`src/sv/pcss_pkg.sv`:
```
// pcss_pkg: shared types and constants for the point cloud segment statistics block.
// Used by every module of the block; depends on nothing.
`timescale 1ns / 1ps

package pcss_pkg;

    localparam int RETURN_BINS_DEF = 5;
    localparam int COORD_WIDTH_DEF = 32;

    localparam int CNT_W      = 25;   // segment and histogram counters
    localparam int SEG_W      = 32;   // segment index
    localparam int VAL_W      = 32;   // result value
    localparam int WIDX_W     = 4;    // word index port
    localparam int OPQ_DEPTH  = 4;    // front-to-back op queue
    localparam int RESQ_DEPTH = 2;    // result queue
    localparam int APB_AW     = 2;
    localparam int APB_DW     = 32;

    localparam logic [CNT_W-1:0]  LIMIT_RESET = CNT_W'(20000000);
    localparam logic [APB_AW-1:0] ADDR_LIMIT  = 2'd0;

    localparam logic CMD_ADD   = 1'b0;
    localparam logic CMD_FLUSH = 1'b1;
    localparam logic KIND_ACK  = 1'b0;
    localparam logic KIND_SUM  = 1'b1;

    typedef struct packed {
        logic               cmd;
        logic signed [31:0] x_coord;
        logic signed [31:0] y_coord;
        logic signed [31:0] z_coord;
        logic [2:0]         return_number;
    } t_point;

    typedef struct packed {
        logic               kind;
        logic [31:0]        segment_index;
        logic [3:0]         word_index;
        logic signed [31:0] value;
        logic               bad_return;
        logic               last;
    } t_result;

    // Decoded control of one queued op.
    typedef struct packed {
        logic       flush;
        logic       bad;
        logic [2:0] bin;
    } t_op_ctl;

endpackage

```
`src/sv/point_cloud_segment_stats.sv`:
```
// point_cloud_segment_stats: top level; config register, front end, back end, result queue.
// Depends on pcss_pkg, pcss_front, pcss_back, pcss_resq.
`timescale 1ns / 1ps

// Channel   Dir  Handshake          Beat
// --------  ---  -----------------  -----------------------------------------
// point     in   push / full        t_point: cmd, x/y/z, return number
// result    out  empty / pop        t_result: kind, segment, word, value, flags
// config    in   APB psel/penable   segment_limit at byte address 0
//
// One point beat per clock: count, histogram and bounds update in the same back-end
// cycle in which the acknowledgement lands in the result queue. A segment close
// emits 7 + RETURN_BINS summary beats (12 at the default) before the waiting point
// is taken; the 4-deep op queue absorbs input meanwhile and full rises when it
// fills. A stalled result side backs up through the 2-deep result queue.
// Reset is synchronous; there is no clearing pass.

module point_cloud_segment_stats #(
    parameter int COORD_WIDTH = pcss_pkg::COORD_WIDTH_DEF,
    parameter int RETURN_BINS = pcss_pkg::RETURN_BINS_DEF
) (
    input  logic                          i_clk,
    input  logic                          i_rst_n,
    // point channel
    input  logic                          push,
    output logic                          full,
    input  pcss_pkg::t_point              i_point,
    // result channel
    output logic                          empty,
    input  logic                          pop,
    output pcss_pkg::t_result             o_result,
    // configuration
    input  logic                          psel,
    input  logic                          penable,
    input  logic                          pwrite,
    input  logic [pcss_pkg::APB_AW-1:0]   paddr,
    input  logic [pcss_pkg::APB_DW-1:0]   pwdata,
    output logic [pcss_pkg::APB_DW-1:0]   prdata,
    output logic                          pready
);

    logic [pcss_pkg::CNT_W-1:0]      r_limit;

    logic                            w_op_valid, w_op_pop;
    pcss_pkg::t_op_ctl               w_op_ctl;
    logic [2:0][COORD_WIDTH-1:0]     w_op_coord;
    logic                            w_res_wr, w_res_ready;
    pcss_pkg::t_result               w_res;

    // ---- configuration: single register, zero-wait access
    assign pready = 1'b1;
    assign prdata = (paddr == pcss_pkg::ADDR_LIMIT) ? pcss_pkg::APB_DW'(r_limit) : '0;

    always_ff @(posedge i_clk) begin
        if (!i_rst_n) begin
            r_limit <= pcss_pkg::LIMIT_RESET;
        end else if (psel && penable && pwrite && pready && (paddr == pcss_pkg::ADDR_LIMIT)) begin
            r_limit <= pwdata[pcss_pkg::CNT_W-1:0];
        end
    end

    // ---- front end: accept and decode
    pcss_front #(
        .COORD_WIDTH (COORD_WIDTH),
        .RETURN_BINS (RETURN_BINS)
    ) u_front (
        .i_clk      (i_clk),
        .i_rst_n    (i_rst_n),
        .i_push     (push),
        .o_full     (full),
        .i_point    (i_point),
        .o_op_valid (w_op_valid),
        .o_op_ctl   (w_op_ctl),
        .o_op_coord (w_op_coord),
        .i_op_pop   (w_op_pop)
    );

    // ---- back end: segment state and summary sequencing
    pcss_back #(
        .COORD_WIDTH (COORD_WIDTH),
        .RETURN_BINS (RETURN_BINS)
    ) u_back (
        .i_clk       (i_clk),
        .i_rst_n     (i_rst_n),
        .i_limit     (r_limit),
        .i_op_valid  (w_op_valid),
        .i_op_ctl    (w_op_ctl),
        .i_op_coord  (w_op_coord),
        .o_op_pop    (w_op_pop),
        .i_res_ready (w_res_ready),
        .o_res_wr    (w_res_wr),
        .o_res       (w_res)
    );

    // ---- result queue feeding the output port
    pcss_resq u_resq (
        .i_clk    (i_clk),
        .i_rst_n  (i_rst_n),
        .i_wr     (w_res_wr),
        .i_data   (w_res),
        .o_can_wr (w_res_ready),
        .o_empty  (empty),
        .i_pop    (pop),
        .o_data   (o_result)
    );

endmodule

```
`src/sv/pcss_front.sv`:
```
// pcss_front: accepts input beats, decodes them and holds them in a short op queue.
// Depends on pcss_pkg.
`timescale 1ns / 1ps

module pcss_front #(
    parameter int COORD_WIDTH = pcss_pkg::COORD_WIDTH_DEF,
    parameter int RETURN_BINS = pcss_pkg::RETURN_BINS_DEF
) (
    input  logic                              i_clk,
    input  logic                              i_rst_n,
    input  logic                              i_push,
    output logic                              o_full,
    input  pcss_pkg::t_point                  i_point,
    output logic                              o_op_valid,
    output pcss_pkg::t_op_ctl                 o_op_ctl,
    output logic [2:0][COORD_WIDTH-1:0]       o_op_coord,
    input  logic                              i_op_pop
);

    localparam int PW = $clog2(pcss_pkg::OPQ_DEPTH);

    pcss_pkg::t_op_ctl             r_ctl [pcss_pkg::OPQ_DEPTH];
    logic [2:0][COORD_WIDTH-1:0]   r_crd [pcss_pkg::OPQ_DEPTH];
    logic [PW-1:0]                 r_wr_ptr, n_wr_ptr;
    logic [PW-1:0]                 r_rd_ptr, n_rd_ptr;
    logic [PW:0]                   r_cnt, n_cnt;

    pcss_pkg::t_op_ctl             w_ctl;
    logic [2:0][COORD_WIDTH-1:0]   w_crd;
    logic                          w_wr, w_rd;

    // decode: return number 0 or above the bin count is flagged
    always_comb begin
        w_ctl.flush = (i_point.cmd == pcss_pkg::CMD_FLUSH);
        w_ctl.bad   = (i_point.return_number == 3'd0) ||
                      (int'(i_point.return_number) > RETURN_BINS);
        w_ctl.bin   = i_point.return_number - 3'd1;
        w_crd[0]    = COORD_WIDTH'(i_point.x_coord);
        w_crd[1]    = COORD_WIDTH'(i_point.y_coord);
        w_crd[2]    = COORD_WIDTH'(i_point.z_coord);
    end

    assign o_full     = (r_cnt == (PW+1)'(pcss_pkg::OPQ_DEPTH));
    assign o_op_valid = (r_cnt != '0);
    assign o_op_ctl   = r_ctl[r_rd_ptr];
    assign o_op_coord = r_crd[r_rd_ptr];

    assign w_wr = i_push & ~o_full;
    assign w_rd = i_op_pop & o_op_valid;

    always_comb begin
        n_wr_ptr = w_wr ? r_wr_ptr + 1'b1 : r_wr_ptr;
        n_rd_ptr = w_rd ? r_rd_ptr + 1'b1 : r_rd_ptr;
        n_cnt    = r_cnt + (PW+1)'(w_wr) - (PW+1)'(w_rd);
    end

    always_ff @(posedge i_clk) begin
        if (!i_rst_n) begin
            r_wr_ptr <= '0;
            r_rd_ptr <= '0;
            r_cnt    <= '0;
        end else begin
            r_wr_ptr <= n_wr_ptr;
            r_rd_ptr <= n_rd_ptr;
            r_cnt    <= n_cnt;
        end
    end

    always_ff @(posedge i_clk) begin
        if (w_wr) begin
            r_ctl[r_wr_ptr] <= w_ctl;
            r_crd[r_wr_ptr] <= w_crd;
        end
    end

endmodule

```
`src/sv/pcss_back.sv`:
```
// pcss_back: segment state (count, histogram, bounds, index) and the summary sequencer.
// Depends on pcss_pkg.
`timescale 1ns / 1ps

module pcss_back #(
    parameter int COORD_WIDTH = pcss_pkg::COORD_WIDTH_DEF,
    parameter int RETURN_BINS = pcss_pkg::RETURN_BINS_DEF
) (
    input  logic                              i_clk,
    input  logic                              i_rst_n,
    input  logic [pcss_pkg::CNT_W-1:0]        i_limit,
    input  logic                              i_op_valid,
    input  pcss_pkg::t_op_ctl                 i_op_ctl,
    input  logic [2:0][COORD_WIDTH-1:0]       i_op_coord,
    output logic                              o_op_pop,
    input  logic                              i_res_ready,
    output logic                              o_res_wr,
    output pcss_pkg::t_result                 o_res
);

    localparam int SUMW = 7 + RETURN_BINS;        // words in one summary
    localparam int WW   = $clog2(SUMW);
    localparam logic signed [COORD_WIDTH-1:0] CMAX = {1'b0, {(COORD_WIDTH-1){1'b1}}};
    localparam logic signed [COORD_WIDTH-1:0] CMIN = {1'b1, {(COORD_WIDTH-1){1'b0}}};

    logic [pcss_pkg::CNT_W-1:0]       r_count, n_count;
    logic [pcss_pkg::CNT_W-1:0]       r_hist [RETURN_BINS];
    logic [pcss_pkg::CNT_W-1:0]       n_hist [RETURN_BINS];
    logic signed [COORD_WIDTH-1:0]    r_min [3];
    logic signed [COORD_WIDTH-1:0]    n_min [3];
    logic signed [COORD_WIDTH-1:0]    r_max [3];
    logic signed [COORD_WIDTH-1:0]    n_max [3];
    logic                             r_open, n_open;
    logic [pcss_pkg::SEG_W-1:0]       r_seg, n_seg;
    logic [WW-1:0]                    r_widx, n_widx;

    logic                             w_go, w_close, w_last_word;
    logic signed [pcss_pkg::VAL_W-1:0] w_sum_val;
    logic signed [COORD_WIDTH-1:0]    w_c;

    assign w_go        = i_op_valid & i_res_ready;
    assign w_close     = r_open & (i_op_ctl.flush | (r_count >= i_limit));
    assign w_last_word = (r_widx == WW'(SUMW - 1));

    // summary word picked by the word counter
    always_comb begin
        w_sum_val = signed'(pcss_pkg::VAL_W'(r_count));
        for (int k = 0; k < 3; k++) begin
            if (r_widx == WW'(k))     w_sum_val = pcss_pkg::VAL_W'(r_min[k]);
            if (r_widx == WW'(3 + k)) w_sum_val = pcss_pkg::VAL_W'(r_max[k]);
        end
        for (int b = 0; b < RETURN_BINS; b++) begin
            if (r_widx == WW'(6 + b)) w_sum_val = signed'(pcss_pkg::VAL_W'(r_hist[b]));
        end
    end

    always_comb begin
        n_count = r_count;
        n_hist  = r_hist;
        n_min   = r_min;
        n_max   = r_max;
        n_open  = r_open;
        n_seg   = r_seg;
        n_widx  = r_widx;
        w_c     = '0;

        o_op_pop = 1'b0;
        o_res_wr = 1'b0;
        o_res    = '0;

        if (w_go) begin
            priority if (w_close) begin
                // one summary word per cycle while the result queue has room; the point waits until it is done
                o_res_wr            = 1'b1;
                o_res.kind          = pcss_pkg::KIND_SUM;
                o_res.segment_index = r_seg;
                o_res.word_index    = 4'(r_widx);
                o_res.value         = w_sum_val;
                if (w_last_word) begin
                    n_widx  = '0;
                    n_count = '0;
                    for (int b = 0; b < RETURN_BINS; b++) n_hist[b] = '0;
                    n_open     = 1'b0;
                    o_res.last = i_op_ctl.flush;
                    o_op_pop   = i_op_ctl.flush;
                end else begin
                    n_widx = r_widx + 1'b1;
                end
            end else if (i_op_ctl.flush) begin
                // flush with no open segment: dropped silently
                o_op_pop = 1'b1;
            end else begin
                o_op_pop = 1'b1;
                o_res_wr = 1'b1;
                if (!r_open) begin
                    n_seg  = r_seg + 1'b1;
                    n_open = 1'b1;
                end
                n_count = r_count + 1'b1;
                for (int b = 0; b < RETURN_BINS; b++) begin
                    if (!i_op_ctl.bad && (int'(i_op_ctl.bin) == b)) n_hist[b] = r_hist[b] + 1'b1;
                end
                for (int k = 0; k < 3; k++) begin
                    w_c = signed'(i_op_coord[k]);
                    if (w_c < r_min[k]) n_min[k] = w_c;
                    if (w_c > r_max[k]) n_max[k] = w_c;
                end
                o_res.kind          = pcss_pkg::KIND_ACK;
                o_res.segment_index = n_seg;
                o_res.word_index    = '0;
                o_res.value         = signed'(pcss_pkg::VAL_W'(n_count));
                o_res.bad_return    = i_op_ctl.bad;
                o_res.last          = 1'b1;
            end
        end
    end

    always_ff @(posedge i_clk) begin
        if (!i_rst_n) begin
            r_count <= '0;
            for (int b = 0; b < RETURN_BINS; b++) r_hist[b] <= '0;
            for (int k = 0; k < 3; k++) begin
                r_min[k] <= CMAX;
                r_max[k] <= CMIN;
            end
            r_open <= 1'b1;
            r_seg  <= pcss_pkg::SEG_W'(1);
            r_widx <= '0;
        end else begin
            r_count <= n_count;
            r_hist  <= n_hist;
            r_min   <= n_min;
            r_max   <= n_max;
            r_open  <= n_open;
            r_seg   <= n_seg;
            r_widx  <= n_widx;
        end
    end

endmodule

```
`src/sv/pcss_resq.sv`:
```
// pcss_resq: two-entry result queue between the back end and the result port.
// Depends on pcss_pkg.
`timescale 1ns / 1ps

module pcss_resq (
    input  logic               i_clk,
    input  logic               i_rst_n,
    input  logic               i_wr,
    input  pcss_pkg::t_result  i_data,
    output logic               o_can_wr,
    output logic               o_empty,
    input  logic               i_pop,
    output pcss_pkg::t_result  o_data
);

    localparam int PW = $clog2(pcss_pkg::RESQ_DEPTH);

    pcss_pkg::t_result r_mem [pcss_pkg::RESQ_DEPTH];
    logic [PW-1:0]     r_wr_ptr, r_rd_ptr;
    logic [PW:0]       r_cnt, n_cnt;
    logic              w_wr, w_rd;

    // room is judged on the registered count only, so pop never reaches the back end
    assign o_can_wr = (r_cnt != (PW+1)'(pcss_pkg::RESQ_DEPTH));
    assign o_empty  = (r_cnt == '0);
    assign o_data   = r_mem[r_rd_ptr];

    assign w_wr  = i_wr & o_can_wr;
    assign w_rd  = i_pop & ~o_empty;
    assign n_cnt = r_cnt + (PW+1)'(w_wr) - (PW+1)'(w_rd);

    always_ff @(posedge i_clk) begin
        if (!i_rst_n) begin
            r_wr_ptr <= '0;
            r_rd_ptr <= '0;
            r_cnt    <= '0;
        end else begin
            if (w_wr) r_wr_ptr <= r_wr_ptr + 1'b1;
            if (w_rd) r_rd_ptr <= r_rd_ptr + 1'b1;
            r_cnt <= n_cnt;
        end
    end

    always_ff @(posedge i_clk) begin
        if (w_wr) begin
            r_mem[r_wr_ptr] <= i_data;
        end
    end

endmodule

```
`config.mk`:
```
export PLATFORM = sky130hd
export DESIGN_NAME = point_cloud_segment_stats
export DESIGN_NICKNAME = d
export VERILOG_FILES = /design/src/sv/pcss_pkg.sv /design/src/sv/point_cloud_segment_stats.sv /design/src/sv/pcss_front.sv /design/src/sv/pcss_back.sv /design/src/sv/pcss_resq.sv
export SDC_FILE = /design/constraint.sdc
export NUM_CORES = 2
export LEC_CHECK = 0
export BUFFER_PORTS_ARGS = -buffer_cell sky130_fd_sc_hd__buf_2
export CAP_MARGIN = 0
export CORE_UTILIZATION = 55
export DETAILED_ROUTE_END_ITERATION = 6
export GPL_TIMING_DRIVEN = 0
export PLACE_DENSITY_LB_ADDON = 0.25
export SYNTH_ARGS = -nofsm -noshare
export SYNTH_HDL_FRONTEND = slang
export SYNTH_HIERARCHICAL = 1
export SYNTH_SLANG_ARGS = --single-unit
```
`constraint.sdc`:
```
create_clock -name i_clk -period 8 [get_ports i_clk]
set_input_delay 0.8 -clock i_clk [delete_from_list [all_inputs] [get_ports i_clk]]
set_output_delay 0.8 -clock i_clk [all_outputs]
set_load 0.02 [all_outputs]
```
# After elaboration in Yosys (flattened, before gate mapping)
# Memories as Yosys holds them, arrays and structs flattened. A register that Yosys moved wholly into a read port is not among the register bits.
# Cells that the tools add are included.
[op_classes]
mul = 0
order_cmp = 8
n_reduce_logical = 35
add_sub_neg = 17
n_bitwise = 11
n_eq_ne = 19
div = 0
n_mux = 49
shifts = 0
[op_table]
columns = ["op", "n"]
rows = [
  ["two-way mux 32 bit", 12],
  ["two-way mux 125 bit", 3],
  ["two-way mux 25 bit", 9],
  ["adder 25 x 1 -> 25 bit (second input constant)", 6],
  ["> comparator 32 bit", 3],
  ["less-than comparator 32 bit", 3],
  ["two-way mux 71 bit", 1],
  ["two-way mux 70 bit", 1],
  ["two-way mux 69 bit", 1],
  ["AND reduction 4 bit", 11],
  ["adder 32 x 1 -> 32 bit (second input constant)", 1],
  [">= comparator 25 bit", 1],
  ["two-way mux 1 bit", 17],
  ["equality test 4 x 3 -> 1 bit (second input constant)", 4],
  ["equality test 4 bit (second input constant)", 4],
  ["equality test 3 bit (second input constant)", 4],
  ["nonzero test 2 bit", 5],
  ["equality test 4 x 2 -> 1 bit (second input constant)", 2],
  ["logical AND 1 bit", 8],
  ["two-way mux 2 bit", 4],
  ["AND 1 bit", 6],
  ["zero test 3 bit", 2],
  ["!= test 2 bit (second input constant)", 3],
  ["AND reduction 3 bit", 2],
  ["20 further kinds", 26],
]
[totals]
register_bits = 415
rom_bits = 0
input_bits = 141
mem_bits_rw = 546
latchBits = 0
n_memories = 3
output_inout_bits = 106
[memory_table]
columns = ["name", "words", "word_bits", "rd", "rd_ports_with_merged_regs", "wr", "line_no", "rtl"]
rows = [
  ["u_front.r_crd", 4, 96, 1, 1, 1, "pcss_front.sv:23", "logic [2:0][COORD_WIDTH-1:0] r_crd [pcss_pkg::OPQ_DEPTH];"],
  ["u_resq.r_mem", 2, 71, 1, 1, 1, "pcss_resq.sv:18", "pcss_pkg::t_result r_mem [pcss_pkg::RESQ_DEPTH];"],
  ["u_front.r_ctl", 4, 5, 1, 1, 1, "pcss_front.sv:22", "pcss_pkg::t_op_ctl r_ctl [pcss_pkg::OPQ_DEPTH];"],
]

# Depth between registers and ports, before layout
[logic_depth]
ltp_word = 14
mapped_depth = 20

# Modules after synthesis
# Netlist, hierarchy kept.
[modules_own_cells]
columns = ["module", "n_inst", "area_each_um2", "seq_area_each_um2", "cells_per_inst"]
rows = [
  ["pcss_back", 1, 27341.2, 7587.3, 3529],
  ["pcss_front", 1, 15123.3, 12311.8, 585],
  ["pcss_resq", 1, 5709.2, 4364.2, 245],
  ["point_cloud_segment_stats", 1, 1263.7, 500.5, 151],
]

# Least setup slack after synthesis
# Ideal clock, no wire load.
[synth_path]
kind = "register -> register"
start = "register (tool-made name)"
end = "memory u_resq/r_mem[0][0] (netlist name) (enable)"
synth_period_minus_slack_ps = 5340
t_required_ps = 7500
arrival_time_ps = 4840
slack_ps = 2660
setup_time_ps = 500
stages_incl_launch_ff = 9
path_cell_list = "dfxtp_1 -> buf_2 -> mux4_2 -> clkbuf_1 -> nor2b_1 -> nand2b_1 -> inv_1 -> nand2_1 -> nor2_1"
[synth_lines]
columns = ["element", "line_no"]
rows = [
  ["end: declaration", "pcss_resq.sv:18"],
]

==> impl_metrics.json <==
{
  "dp_hpwl_microns": 112000,
  "yosys.area_share.simple": 0.135,
  "fin_nets": 5233,
  "met1_usage": 0.453,
  "worst_slew_pin_slew_ns": 1.22,
  "die_width_microns": 302,
  "grt_pass1_wl_microns": 226000,
  "synth_edf_count": 546,
  "coreArea_sq_um": 88600,
  "synth_mux_area_frac": 0.112,
  "skew_ns": 0.0576,
  "routedWlPerCell_microns": 24.9,
  "critPathKind": "register to register",
  "dieArea_sq_um": 91100,
  "io_pins": 247,
  "setup_viol": 0,
  "cpLargestDelayFamily": "buffers and inverters",
  "crit_chain": "clkbuf_1 > mux4_2 > clkbuf_1 > nor2_1 > o21ai_1 > o21ai_0 > a21oi_1 > o21a_1 > buf_2 > buf_1 > a21oi_1 > o31a_1 > ha_1 > inv_1 > ha_1 > inv_1 > fa_1 > xnor2_1 > xnor2_1 > and2_1",
  "worstHoldStart": "i_point[61]",
  "hp-class": "input pin to register",
  "violations": "DRC",
  "hold_violations": 0,
  "final.setup.tns_ns": 0,
  "gr-usage-met3": 0.0660,
  "std_cell_rows": 109,
  "final_layout_size_suffix_gt1_frac": 0.148,
  "num_vias": 38800,
  "start_kind": "register",
  "utilization": 0.631,
  "synth.most_common_cell": "edfxtp_1",
  "min_period_ns": 5.97,
  "slowest_delay_ns": 0.69,
  "r2r_setup_slack_ns": 2.03,
  "grt_pass1_vias": 36800,
  "grt_setup_unrepaired": "no",
  "antenna_left": 0,
  "worstReg2RegEnd": "u_front/r_cnt[2]",
  "synth_fa_ha_area_frac": 0.0601,
  "syn_inst": 4510,
  "synth_flop_cell": "edfxtp_1",
  "finalPower_w": 0.0189,
  "cts_root_buf": "clkbuf_16",
  "antenna_found_initial": 7,
  "drc": 49,
  "met2_usage": 0.512,
  "cp_num_buf_inv": 6,
  "cap_violations": 0,
  "critical_path.slowest_cell": "buf_1",
  "ctsResizeCount": 0,
  "grtUsageTotal": 0.330,
  "synthDistinctLibCells": 105,
  "status": "complete, but fails checks",
  "avgSynthCellArea_sq_um": 11.0,
  "yosysTopAreaCellShare": 0.332,
  "finalCritPeriodShare": 0.746,
  "crit_required_ns": 8.59,
  "synth-xor-area-share": 0.0119,
  "first_iter_violations": 4586,
  "synth_compound_area_frac": 0.127,
  "cts_sinks": 964,
  "ys_ff_latch": 964,
  "ys_top_cells_by_count": "546 x edfxtp_1, 418 x dfxtp_1, 411 x nand2_1",
  "clockBufferDepth": 3,
  "portBuffers": 229,
  "cts_tree": "done",
  "fmax_mhz": 168,
  "p_leak_nw": 21.1,
  "worst_ir_drop_vdd_uv": 245,
  "yosysTopAreaCell": "edfxtp_1",
  "synth_top_family_by_area": "simple AND/OR/NAND/NOR gates",
  "grt_max_degree": 61,
  "syn_area_sq_um": 49400,
  "clk_pin_slew_worst_paths_ns": 0.06,
  "drv_slew": 0,
  "final_area_sq_um": 55900,
  "r2r_cells": 20,
  "clock_latency_ns": 0.73,
  "crit_fanout": 10,
  "power.density_nw_per_um2": 338,
  "start_util": 0.558,
  "drtPass1Iterations": 7,
  "htreeDepth": 3,
  "yosysSeqAreaShare": 0.501,
  "cts_inserted_buffers": 101,
  "synth_area_leaders": "edfxtp_1 33%, dfxtp_1 17%, ha_1 6.0%, mux4_2 4.6%, mux2i_1 4.3%",
  "wl_microns": 152000,
  "async_flop_share": 0,
  "ctsHoldBuffers": 0,
  "max-slew-margin-rel": 0.188,
  "hold_depth": 1,
  "yosysWarnings": 6,
  "post_cts_buffers": 0,
  "gp_congestion": 1.07,
  "die_h_microns": 302,
  "routed_via_density": 6.35,
  "placed_cell_area_sq_um": 52300,
  "grt_busiest_layer": "met2",
  "crit_arrival_ns": 6.56,
  "cp-end-kind": "register",
  "syn_to_final_growth_pct": 13.1,
  "overflow": 0,
  "min_to": "u_front/r_crd[0][58]"
}
==> state kept, by name, summed over array words and instances (netlist names), 4 cells and up, named ones only <==
signal	count
u_front/r_crd	384
u_resq/r_mem	142
u_back/r_hist	125
u_back/r_max	96
u_back/r_min	96
u_back/r_seg	32
r_limit	25
u_back/r_count	25
u_front/r_ctl	20
u_back/r_widx	4
==> layout by cell type (no fill, tap or decap), types with 42 or more instances in the layout <==
master,synthesis,layout
nand3_1,145,145
nor3_1,97,97
ha_1,236,236
mux2i_1,214,214
o22ai_1,44,44
dfxtp_1,418,418
nand2_1,411,411
mux4_2,101,101
o31ai_1,55,55
and2_1,53,49
a21oi_1,197,197
a211oi_1,57,57
buf_2,48,277
clkbuf_1,192,202
o211ai_1,50,50
inv_1,283,283
mux2_4,70,70
a21o_1,42,42
o21ai_0,192,192
edfxtp_1,546,546
or4_1,62,62
nor2_1,272,271
nand4_1,66,66
clkbuf_16,0,101
or3_1,45,45
and3_1,83,82
==> cell type report <==
class / instances / area, sq um
Antenna cell: 5 / 12.5
Buffer: 301 / 1540
Clock buffer: 119 / 2680
Clock inverter: 73 / 972
Fill cell: 7066 / 32700
Inverter: 283 / 1060
Multi-Input combinational cell: 2968 / 22100
Sequential cell: 964 / 24800
Tap cell: 1165 / 1460
Timing Repair Buffer: 236 / 1320
==> worst max path at each step <==
stage / start / end / slack (ns) / cells past startpoint
after floorplan: register / u_resq/r_mem[0][0] / 2.66 / 8
after global placement: register / u_resq/r_mem[0][30] / 0.06 / 8
after detailed placement: register / u_front/r_cnt[2] / 2.25 / 20
after CTS: register / u_front/r_cnt[2] / 2.16 / 20
after global routing: register / u_front/r_cnt[2] / 1.83 / 20
final: register / u_front/r_cnt[2] / 2.03 / 20
==> worst reg2reg max path: stages (launching register included) <==
cell and delay, ns:
dfxtp_1 0.35, clkbuf_1 0.68, mux4_2 0.37, clkbuf_1 0.35
nor2_1 0.07, o21ai_1 0.22, o21ai_0 0.20, a21oi_1 0.44
o21a_1 0.19, buf_2 0.33, buf_1 0.70, a21oi_1 0.33
o31a_1 0.23, ha_1 0.29, inv_1 0.07, ha_1 0.14
inv_1 0.05, fa_1 0.40, xnor2_1 0.20, xnor2_1 0.09
and2_1 0.17
==> power by group <==
part	internal [W]	switching [W]	leakage [nW]
Sequential	0.00611	0.000406	8.45
Combinational	0.00264	0.00464	10.9
Clock	0.00300	0.00210	1.76
==> cells by family after synthesis <==
logic type / after synthesis
AOI/OAI and AO/OA: 918
xor gates and xnor gates: 67
adders and majority gates: 237
buffers and inverters: 584
DFF: 964
muxes: 389
other: 2
and+or+nand+nor: 1349
==> stage by stage <==
step	hold slack [ns]	setup WS (ns)	cells
6_report	0.308	2.03	6114
2_1_floorplan	0.435	2.66	4516
3_3_place_gp	0.442	0.0571	5910
3_5_place_dp	0.464	2.25	5917
5_1_grt	0.297	1.83	6110
4_1_cts	0.276	2.16	6109
==> per-layer routing <==
layer | vias up | wire [microns]
li1 | 17600 | -
met1 | 18700 | 61700
met2 | 2113 | 68000
met3 | 349 | 16300
met4 | 2 | 6360
met5 | - | 7
Power figures use the tool's default switching activity.
